`config.mk`:
```
export PLATFORM = sky130hd
export DESIGN_NAME = euro_amount_change_breakdown_unit
export DESIGN_NICKNAME = d
export VERILOG_FILES = /design/src/sv/eacb_pkg.sv /design/src/sv/eacb_front.sv /design/src/sv/eacb_queue.sv /design/src/sv/eacb_back.sv /design/src/sv/euro_amount_change_breakdown_unit.sv
export SDC_FILE = /design/constraint.sdc
export NUM_CORES = 2
export LEC_CHECK = 0
export BUFFER_PORTS_ARGS = -buffer_cell sky130_fd_sc_hd__buf_2
export CORE_ASPECT_RATIO = 1.4
export CORE_UTILIZATION = 50
export CTS_CLUSTER_DIAMETER = 50
export DETAILED_ROUTE_END_ITERATION = 10
export GPL_TIMING_DRIVEN = 0
export HOLD_SLACK_MARGIN = 0.12
export PLACE_DENSITY = 0.66
export SYNTH_ARGS = -nofsm -noshare
export SYNTH_HDL_FRONTEND = slang
export SYNTH_HIERARCHICAL = 1
export SYNTH_SLANG_ARGS = --single-unit
```
`constraint.sdc`:
```
create_clock -name clk -period 16.6 [get_ports clk]
set_clock_uncertainty 0.1 [all_clocks]
set_input_delay 1.66 -clock clk [delete_from_list [all_inputs] [get_ports clk]]
set_output_delay 1.66 -clock clk [all_outputs]
set_load 0.02 [all_outputs]
```
`src/sv/eacb_pkg.sv`:
```
// Package with shared types, status codes and denomination tables for the change breakdown unit.
`timescale 1ns / 1ps

package eacb_pkg;

  // Longest euro part in digits.
  localparam int MAX_EURO_DIGITS = 7;

  // Number of denominations and the index of the last euro coin.
  localparam int NUM_DENOMS  = 15;
  localparam logic [3:0] LAST_EURO_IDX  = 4'd8;
  localparam logic [3:0] LAST_DENOM_IDX = 4'd14;
  localparam logic [3:0] NO_TOP_IDX     = 4'd9;

  // Status codes of a result.
  localparam logic [2:0] ST_OK          = 3'd0;
  localparam logic [2:0] ST_BAD_CHAR    = 3'd1;
  localparam logic [2:0] ST_CENT_DIGITS = 3'd2;
  localparam logic [2:0] ST_BAD_TOP     = 3'd3;
  localparam logic [2:0] ST_TOO_LONG    = 3'd4;

  // ASCII codes the parser looks for.
  localparam logic [7:0] CHR_ZERO  = 8'd48;
  localparam logic [7:0] CHR_NINE  = 8'd57;
  localparam logic [7:0] CHR_DOT   = 8'd46;
  localparam logic [7:0] CHR_COMMA = 8'd44;

  // One parsed amount, handed from the parser to the breakdown engine.
  typedef struct packed {
    logic [23:0] euro_total;
    logic [6:0]  cent_total;
    logic [3:0]  start_idx;
    logic [2:0]  error_code;
  } job_t;

  // Face value of each denomination, in euros for 0..8 and in cents for 9..14.
  function automatic logic [8:0] denom_value(input logic [3:0] idx);
    logic [8:0] v;
    case (idx)
      4'd0:    v = 9'd500;
      4'd1:    v = 9'd200;
      4'd2:    v = 9'd100;
      4'd3:    v = 9'd50;
      4'd4:    v = 9'd20;
      4'd5:    v = 9'd10;
      4'd6:    v = 9'd5;
      4'd7:    v = 9'd2;
      4'd8:    v = 9'd1;
      4'd9:    v = 9'd50;
      4'd10:   v = 9'd20;
      4'd11:   v = 9'd10;
      4'd12:   v = 9'd5;
      4'd13:   v = 9'd2;
      default: v = 9'd1;
    endcase
    return v;
  endfunction

  // Reciprocal floor((2^32 - 1) / value); the estimate it gives is low by at most one.
  function automatic logic [31:0] denom_recip(input logic [3:0] idx);
    logic [31:0] r;
    case (idx)
      4'd0:          r = 32'd8589934;
      4'd1:          r = 32'd21474836;
      4'd2:          r = 32'd42949672;
      4'd3, 4'd9:    r = 32'd85899345;
      4'd4, 4'd10:   r = 32'd214748364;
      4'd5, 4'd11:   r = 32'd429496729;
      4'd6, 4'd12:   r = 32'd858993459;
      4'd7, 4'd13:   r = 32'd2147483647;
      default:       r = 32'd4294967295;
    endcase
    return r;
  endfunction

  // Denomination index of the requested top note; NO_TOP_IDX when it is not a note or coin.
  function automatic logic [3:0] top_index(input logic [8:0] top);
    logic [3:0] i;
    case (top)
      9'd500:  i = 4'd0;
      9'd200:  i = 4'd1;
      9'd100:  i = 4'd2;
      9'd50:   i = 4'd3;
      9'd20:   i = 4'd4;
      9'd10:   i = 4'd5;
      9'd5:    i = 4'd6;
      9'd2:    i = 4'd7;
      9'd1:    i = 4'd8;
      default: i = NO_TOP_IDX;
    endcase
    return i;
  endfunction

endpackage

```
`src/sv/eacb_front.sv`:
```
// Character parser: accumulates euros and cents, tracks the first error and emits one job per amount.
`timescale 1ns / 1ps

module eacb_front (
  input  logic              clk,
  input  logic              rst_n,
  input  logic              take,
  input  logic [7:0]        char_code,
  input  logic              last_char,
  input  logic [8:0]        top_note,
  output logic              push,
  output eacb_pkg::job_t    job
);
  import eacb_pkg::*;

  logic [23:0] euro_r, euro_nxt;
  logic [6:0]  cent_r, cent_nxt;
  logic        frac_r, frac_nxt;
  logic [2:0]  err_r, err_nxt;
  logic [3:0]  cnt_r, cnt_nxt;
  logic        is_digit;
  logic        is_sep;
  logic [3:0]  digit;
  logic [3:0]  start_idx;

  assign is_digit  = (char_code >= CHR_ZERO) && (char_code <= CHR_NINE);
  assign is_sep    = (char_code == CHR_DOT) || (char_code == CHR_COMMA);
  assign digit     = 4'(char_code - CHR_ZERO);
  assign start_idx = top_index(top_note);

  // Next amount state for the current character; only the first error is kept.
  always_comb begin
    euro_nxt = euro_r;
    cent_nxt = cent_r;
    frac_nxt = frac_r;
    err_nxt  = err_r;
    cnt_nxt  = cnt_r;
    if (is_digit) begin
      if (!frac_r) begin
        if (cnt_r >= 4'(MAX_EURO_DIGITS)) begin
          if (err_r == ST_OK) err_nxt = ST_TOO_LONG;
        end else begin
          cnt_nxt  = cnt_r + 4'd1;
          euro_nxt = {euro_r[20:0], 3'b000} + {euro_r[22:0], 1'b0} + 24'(digit);
        end
      end else begin
        if (cnt_r >= 4'd2) begin
          if (err_r == ST_OK) err_nxt = ST_CENT_DIGITS;
        end else begin
          cnt_nxt  = cnt_r + 4'd1;
          cent_nxt = {cent_r[3:0], 3'b000} + {cent_r[5:0], 1'b0} + 7'(digit);
        end
      end
    end else if (is_sep) begin
      if (frac_r) begin
        if (err_r == ST_OK) err_nxt = ST_BAD_CHAR;
      end else begin
        frac_nxt = 1'b1;
        cnt_nxt  = 4'd0;
      end
    end else begin
      if (err_r == ST_OK) err_nxt = ST_BAD_CHAR;
    end
  end

  // The last character closes the amount and checks the top note.
  always_comb begin
    push           = take && last_char;
    job.euro_total = euro_nxt;
    job.cent_total = cent_nxt;
    job.start_idx  = start_idx;
    if (err_nxt == ST_OK && start_idx == NO_TOP_IDX) begin
      job.error_code = ST_BAD_TOP;
    end else begin
      job.error_code = err_nxt;
    end
  end

  // Amount state; cleared after every last character.
  always_ff @(posedge clk) begin
    if (!rst_n || push) begin
      euro_r <= '0;
      cent_r <= '0;
      frac_r <= 1'b0;
      err_r  <= ST_OK;
      cnt_r  <= '0;
    end else if (take) begin
      euro_r <= euro_nxt;
      cent_r <= cent_nxt;
      frac_r <= frac_nxt;
      err_r  <= err_nxt;
      cnt_r  <= cnt_nxt;
    end
  end

endmodule

```
`src/sv/eacb_queue.sv`:
```
// Two-entry job queue between the parser and the breakdown engine.
`timescale 1ns / 1ps

module eacb_queue (
  input  logic              clk,
  input  logic              rst_n,
  input  logic              push,
  input  eacb_pkg::job_t    push_job,
  input  logic              pop,
  output eacb_pkg::job_t    head_job,
  output logic              full,
  output logic              empty
);
  import eacb_pkg::*;

  job_t       mem_r [2];
  logic       wr_ptr_r;
  logic       rd_ptr_r;
  logic [1:0] count_r;
  logic       do_push;
  logic       do_pop;

  assign full     = (count_r == 2'd2);
  assign empty    = (count_r == 2'd0);
  assign do_push  = push && !full;
  assign do_pop   = pop && !empty;
  assign head_job = mem_r[rd_ptr_r];

  // Storage for queued jobs.
  always_ff @(posedge clk) begin
    if (do_push) mem_r[wr_ptr_r] <= push_job;
  end

  // Pointers and fill count.
  always_ff @(posedge clk) begin
    if (!rst_n) begin
      wr_ptr_r <= 1'b0;
      rd_ptr_r <= 1'b0;
      count_r  <= 2'd0;
    end else begin
      if (do_push) wr_ptr_r <= ~wr_ptr_r;
      if (do_pop)  rd_ptr_r <= ~rd_ptr_r;
      if (do_push && !do_pop) begin
        count_r <= count_r + 2'd1;
      end else if (do_pop && !do_push) begin
        count_r <= count_r - 2'd1;
      end
    end
  end

endmodule

```
`src/sv/eacb_back.sv`:
```
// Breakdown engine: greedy division by each denomination through a reciprocal multiply.
`timescale 1ns / 1ps

module eacb_back (
  input  logic              clk,
  input  logic              rst_n,
  input  logic              q_empty,
  input  eacb_pkg::job_t    q_job,
  output logic              q_pop,
  output logic              out_valid,
  input  logic              out_ready,
  output logic [3:0]        out_denom_index,
  output logic [23:0]       out_piece_count,
  output logic [2:0]        out_status,
  output logic              out_last
);
  import eacb_pkg::*;

  typedef enum logic [1:0] {B_IDLE, B_ERR, B_MUL, B_DIV} bstate_t;

  bstate_t     state_r;
  logic [3:0]  k_r;
  logic [3:0]  start_r;
  logic [2:0]  err_r;
  logic [6:0]  cent_r;
  logic [23:0] rest_r;
  logic [55:0] prod_r;
  logic        valid_r;
  logic [3:0]  idx_r;
  logic [23:0] count_r;
  logic [2:0]  status_r;
  logic        last_r;

  logic        slot_free;
  logic        emit;
  logic [8:0]  denom;
  logic [23:0] q_est;
  logic [32:0] qd_full;
  logic [23:0] r_est;
  logic [23:0] q_fix;
  logic [23:0] r_fix;

  assign slot_free       = !valid_r || out_ready;
  assign emit            = ((state_r == B_ERR) || (state_r == B_DIV)) && slot_free;
  assign q_pop           = (state_r == B_IDLE) && !q_empty;
  assign out_valid       = valid_r;
  assign out_denom_index = idx_r;
  assign out_piece_count = count_r;
  assign out_status      = status_r;
  assign out_last        = last_r;

  // Quotient correction: the estimate is low by at most one.
  always_comb begin
    denom   = denom_value(k_r);
    q_est   = prod_r[55:32];
    qd_full = 33'(q_est) * 33'(denom);
    r_est   = rest_r - qd_full[23:0];
    if (r_est >= 24'(denom)) begin
      q_fix = q_est + 24'd1;
      r_fix = r_est - 24'(denom);
    end else begin
      q_fix = q_est;
      r_fix = r_est;
    end
    if (k_r < start_r) begin
      q_fix = '0;
      r_fix = rest_r;
    end
  end

  // Sequencer and output register.
  always_ff @(posedge clk) begin
    if (!rst_n) begin
      state_r <= B_IDLE;
      valid_r <= 1'b0;
    end else begin
      if (emit) begin
        valid_r <= 1'b1;
      end else if (out_ready) begin
        valid_r <= 1'b0;
      end
      unique case (state_r)
        B_IDLE: begin
          if (!q_empty) begin
            k_r     <= '0;
            start_r <= q_job.start_idx;
            err_r   <= q_job.error_code;
            cent_r  <= q_job.cent_total;
            rest_r  <= q_job.euro_total;
            state_r <= (q_job.error_code != ST_OK) ? B_ERR : B_MUL;
          end
        end
        B_ERR: begin
          if (slot_free) begin
            idx_r    <= '0;
            count_r  <= '0;
            status_r <= err_r;
            last_r   <= 1'b1;
            state_r  <= B_IDLE;
          end
        end
        B_MUL: begin
          prod_r  <= 56'(rest_r) * 56'(denom_recip(k_r));
          state_r <= B_DIV;
        end
        B_DIV: begin
          if (slot_free) begin
            idx_r    <= k_r;
            count_r  <= q_fix;
            status_r <= ST_OK;
            last_r   <= (k_r == LAST_DENOM_IDX);
            rest_r   <= (k_r == LAST_EURO_IDX) ? 24'(cent_r) : r_fix;
            k_r      <= k_r + 4'd1;
            state_r  <= (k_r == LAST_DENOM_IDX) ? B_IDLE : B_MUL;
          end
        end
        default: state_r <= B_IDLE;
      endcase
    end
  end

endmodule

```
`src/sv/euro_amount_change_breakdown_unit.sv`:
```
// Top level of the euro amount change breakdown unit: parser, job queue and breakdown engine.
`timescale 1ns / 1ps

// Channel   Direction  Payload
// in_*      slave      tdata[7:0] char_code, tdata[16:8] top_note, tlast last_char
// out_*     master     tdata[3:0] denom_index, tdata[27:4] piece_count,
//                      tuser status, tlast last_result
//
// Characters are taken one per cycle while the two-entry job queue has room.
// A breakdown loads the job, then handles each denomination with a reciprocal multiply
// followed by a correction; each correction waits for a free output slot.
// An error amount is loaded, then sent as the error transfer.
// Reset (rst_n low, synchronous) clears the parser, the queue and the output valid flag.
// in_tready falls only while the queue holds two unfinished amounts; out_tready
// stalls the engine without affecting the parser.
module euro_amount_change_breakdown_unit (
  input  logic        clk,
  input  logic        rst_n,
  input  logic        in_tvalid,
  output logic        in_tready,
  input  logic [23:0] in_tdata,   // char_code [7:0], top_note [16:8], zeros
  input  logic        in_tlast,
  output logic        out_tvalid,
  input  logic        out_tready,
  output logic [31:0] out_tdata,  // denom_index [3:0], piece_count [27:4], zeros
  output logic [2:0]  out_tuser,  // status [2:0]
  output logic        out_tlast
);
  import eacb_pkg::*;

  logic        take;
  logic        push;
  job_t        push_job;
  job_t        head_job;
  logic        q_full;
  logic        q_empty;
  logic        q_pop;
  logic [3:0]  denom_index;
  logic [23:0] piece_count;

  assign in_tready = !q_full;
  assign take      = in_tvalid && in_tready;
  assign out_tdata = {4'b0000, piece_count, denom_index};

  eacb_front u_front (
    .clk       (clk),
    .rst_n     (rst_n),
    .take      (take),
    .char_code (in_tdata[7:0]),
    .last_char (in_tlast),
    .top_note  (in_tdata[16:8]),
    .push      (push),
    .job       (push_job)
  );

  eacb_queue u_queue (
    .clk      (clk),
    .rst_n    (rst_n),
    .push     (push),
    .push_job (push_job),
    .pop      (q_pop),
    .head_job (head_job),
    .full     (q_full),
    .empty    (q_empty)
  );

  eacb_back u_back (
    .clk             (clk),
    .rst_n           (rst_n),
    .q_empty         (q_empty),
    .q_job           (head_job),
    .q_pop           (q_pop),
    .out_valid       (out_tvalid),
    .out_ready       (out_tready),
    .out_denom_index (denom_index),
    .out_piece_count (piece_count),
    .out_status      (out_tuser),
    .out_last        (out_tlast)
  );

  // An error result is a single closing transfer with a zero count.
  assert property (@(posedge clk) disable iff (!rst_n)
    out_tvalid && out_tuser != ST_OK |-> out_tlast && piece_count == '0)
    else $error("error result is not a single closing transfer");

  // The denomination index never leaves the table.
  assert property (@(posedge clk) disable iff (!rst_n)
    out_tvalid |-> denom_index <= LAST_DENOM_IDX)
    else $error("denomination index out of range");

  // A closing ok result always belongs to the one-cent coin.
  assert property (@(posedge clk) disable iff (!rst_n)
    out_tvalid && out_tlast && out_tuser == ST_OK |-> denom_index == LAST_DENOM_IDX)
    else $error("breakdown closed early");

  // Nothing is offered right after reset.
  assert property (@(posedge clk) !rst_n |=> !out_tvalid)
    else $error("output valid after reset");

endmodule
```
==> results.toml <==
[clocking]
cts.clk_slew.worst_paths_ns = 0.07
clk_latency_ns = 0.57
h-tree-depth = 1
numCtsBuffers = 22
holdBufCountCts = 0
cts.repair.resized = 0
postCtsSetupBuffers = 0
root_buffer = "clkbuf_16"
cts_tree = "yes"
cts_buffer_depth = 3
clock_sink_count = 256

[synth]
synth_area_um2 = 42200
synth-async-reset-ratio_pct = 0
ys.flop_type = "edfxtp_1"
synth_area_leaders = "fa_1 38%, edfxtp_1 12%, ha_1 8.9%, inv_1 8.7%, nand2_1 5.2%"
synth-edff-count = 174
yosysWarnings = 6
post-synth-top-count-cell = "inv_1"
synth_cell_type_count = 87
synthTopCellsByCount = "978 x inv_1, 804 x fa_1, 590 x nand2_1, 343 x and2_1, 300 x ha_1"
syn_inst = 4453
yosysTopAreaCellShare_pct = 38.14
syn_area_per_cell_um2 = 9.477
synth.largest_area_cell = "fa_1"
seq_area_frac_synth_pct = 16.27
synth_seq_cells = 256

[placed_design]
port_buffers = 52
dp.cells = 5592
gp_congestion = 1.042
hpwl_mm = 115.5

[floorplan]
initial_core_util_pct = 50.72
die_h_um = 345.7
rows = 125
dieArea_um2 = 85580
pin_count = 67
die_w_um = 247.5
coreArea_um2 = 83200

[sta]
tightestPinTransition_ns = 1.365
min_period_over_period_pct = 64.88
tns_ns = 0
slew_headroom_pct = 8.225
setup_viol = 0
finalCriticalPeriod_ns = 10.77
hold_viol = 0
rsz0062_at_grt = "false"
slew_violations = 0
timing.fmax_mhz = 92.85

[routing]
drt-initial-drc-count = 2220
top_layer_used = "met5"
route.met2.wl_mm = 68.12
remaining_drc_errors = 0
drt_wl_total_mm = 138.5
wl_per_cell_um = 24.57
drt_pass1_iterations = 6
vias = 31881
routed_via_density = 5.656
met3_wirelength_mm = 8.837
wl_met1_mm = 47.53
ant_nets = 0

[critical_path]
required_ns = 16.81
cp.arrival_ns = 10.98
start_kind = "flip-flop"
criticalPathCategory = "flip-flop to flip-flop"
crit_fanout = 10
endpoint_kind = "flip-flop"

[global_route]
grt_start_max_net_pins = 32
grt_pass1_wl_mm = 207.5
grt_use_total_pct = 33.37
antenna_found_initial = 4
grt_pass1_vias = 33710
grt.overflow.total = 0

[cells_and_area]
layout-drive-gt1-share_pct = 4.393
nets = 5670
areaGrowthSynthToFinish_pct = 6.025
multi_input_area_um2 = 30870
fin_cells = 5637
fillers = 7834
post-route-util_pct = 53.77
regArea_um2 = 6867

[status]
status = "completed"

[flow_run]
drv_cap = 0

[min_path]
hold_class = "flip-flop to flip-flop"
## placed cells by master (no fill, tap or decap), types with 17 or more instances in the layout
master and n:
xnor2_1 87, mux2_2 57, nor2_1 138, buf_2 56
a21o_1 32, nand2_1 590, o21ai_0 73, nand2b_1 17
nand3_1 40, o2bb2ai_1 18, nor3_1 29, and2_1 343
ha_1 300, clkbuf_1 192, inv_1 978, fa_1 804
a21oi_1 123, edfxtp_1 174, xor2_1 44, a211oi_1 17
clkbuf_16 24, and3_1 20, dfxtp_1 82
## worst max-delay path, stage by stage (launching register included)
cell	delay (ns)
edfxtp_1	0.43
clkbuf_1	0.81
clkbuf_1	0.64
nand2_1	0.17
fa_1	0.65
inv_1	0.07
fa_1	0.47
fa_1	0.53
fa_1	0.57
inv_1	0.06
fa_1	0.61
inv_1	0.07
fa_1	0.40
fa_1	0.42
ha_1	0.38
a21oi_1	0.30
nor2_1	0.07
o41ai_1	0.31
nand4_1	0.40
o31ai_1	1.23
o31ai_1	0.39
o41ai_1	0.68
o21bai_1	0.23
a21o_1	0.25
a21oi_1	0.17
xnor2_1	0.09
## kinds of logic (layout without fill, tap and decap cells)
kind of cell             after synthesis  in the layout  synth area share, %
XOR/XNOR                             131            131                2.719
adder cells (fa/ha/maj)             1104           1104                47.04
buffers and inverters               1187           1284                10.70
AO/OA/AOI/OAI                        423            423                6.597
AND/OR/NAND/NOR                     1280           1280                14.81
other                                  1              9             0.008886
flip-flops                           256            256                16.27
multiplexers                          71             71                1.853
## path summary, 6_finish.rpt
kind / endpoint / slack, ns / from / cells after the start
setup / recovery: u_back/prod_r[50]$_DFFE_PP_ / 5.83 / u_back/rest_r[3]$_DFFE_PP_ / 25
setup reg to reg: u_back/prod_r[50]$_DFFE_PP_ / 5.83 / u_back/rest_r[3]$_DFFE_PP_ / 25
hold / removal: u_front/euro_r[23]$_SDFFE_PP0P_ / 0.38 / u_front/euro_r[23]$_SDFFE_PP0P_ / 1
hold reg to reg: u_front/euro_r[23]$_SDFFE_PP0P_ / 0.38 / u_front/euro_r[23]$_SDFFE_PP0P_ / 1
## per-stage QoR
step | hold WS (ns) | worst slack, ns | area [µm²]
floorplan | 0.3369 | 9.051 | 42210
CTS | 0.3869 | 6.043 | 44730
detailed placement | 0.3703 | 6.134 | 43970
global route | 0.4070 | 5.771 | 44730
global placement | 0.3537 | 5.214 | 43820
finish | 0.3812 | 5.830 | 44740
## routing by layer
layer,vias up,global-route usage (%)
met1,16014,37.64
met2,1486,56.61
met3,555,4.152
met5,-,0
met4,4,26.34
li1,13822,-
## final cells by class
cell class | count | share of cell area (%)
diodes | 5 | 0.02796
inverters | 979 | 8.213
multi-input cells | 3013 | 68.99
flip-flops and latches | 256 | 15.35
well taps | 1079 | 3.017
plain buffers | 208 | 1.882
clock inverters | 13 | 0.3076
clock buffers | 27 | 1.390
repair buffers | 57 | 0.8278
Power is not shown: default switching activity piles up to over one toggle a cycle in this logic, so the estimate is an artifact.
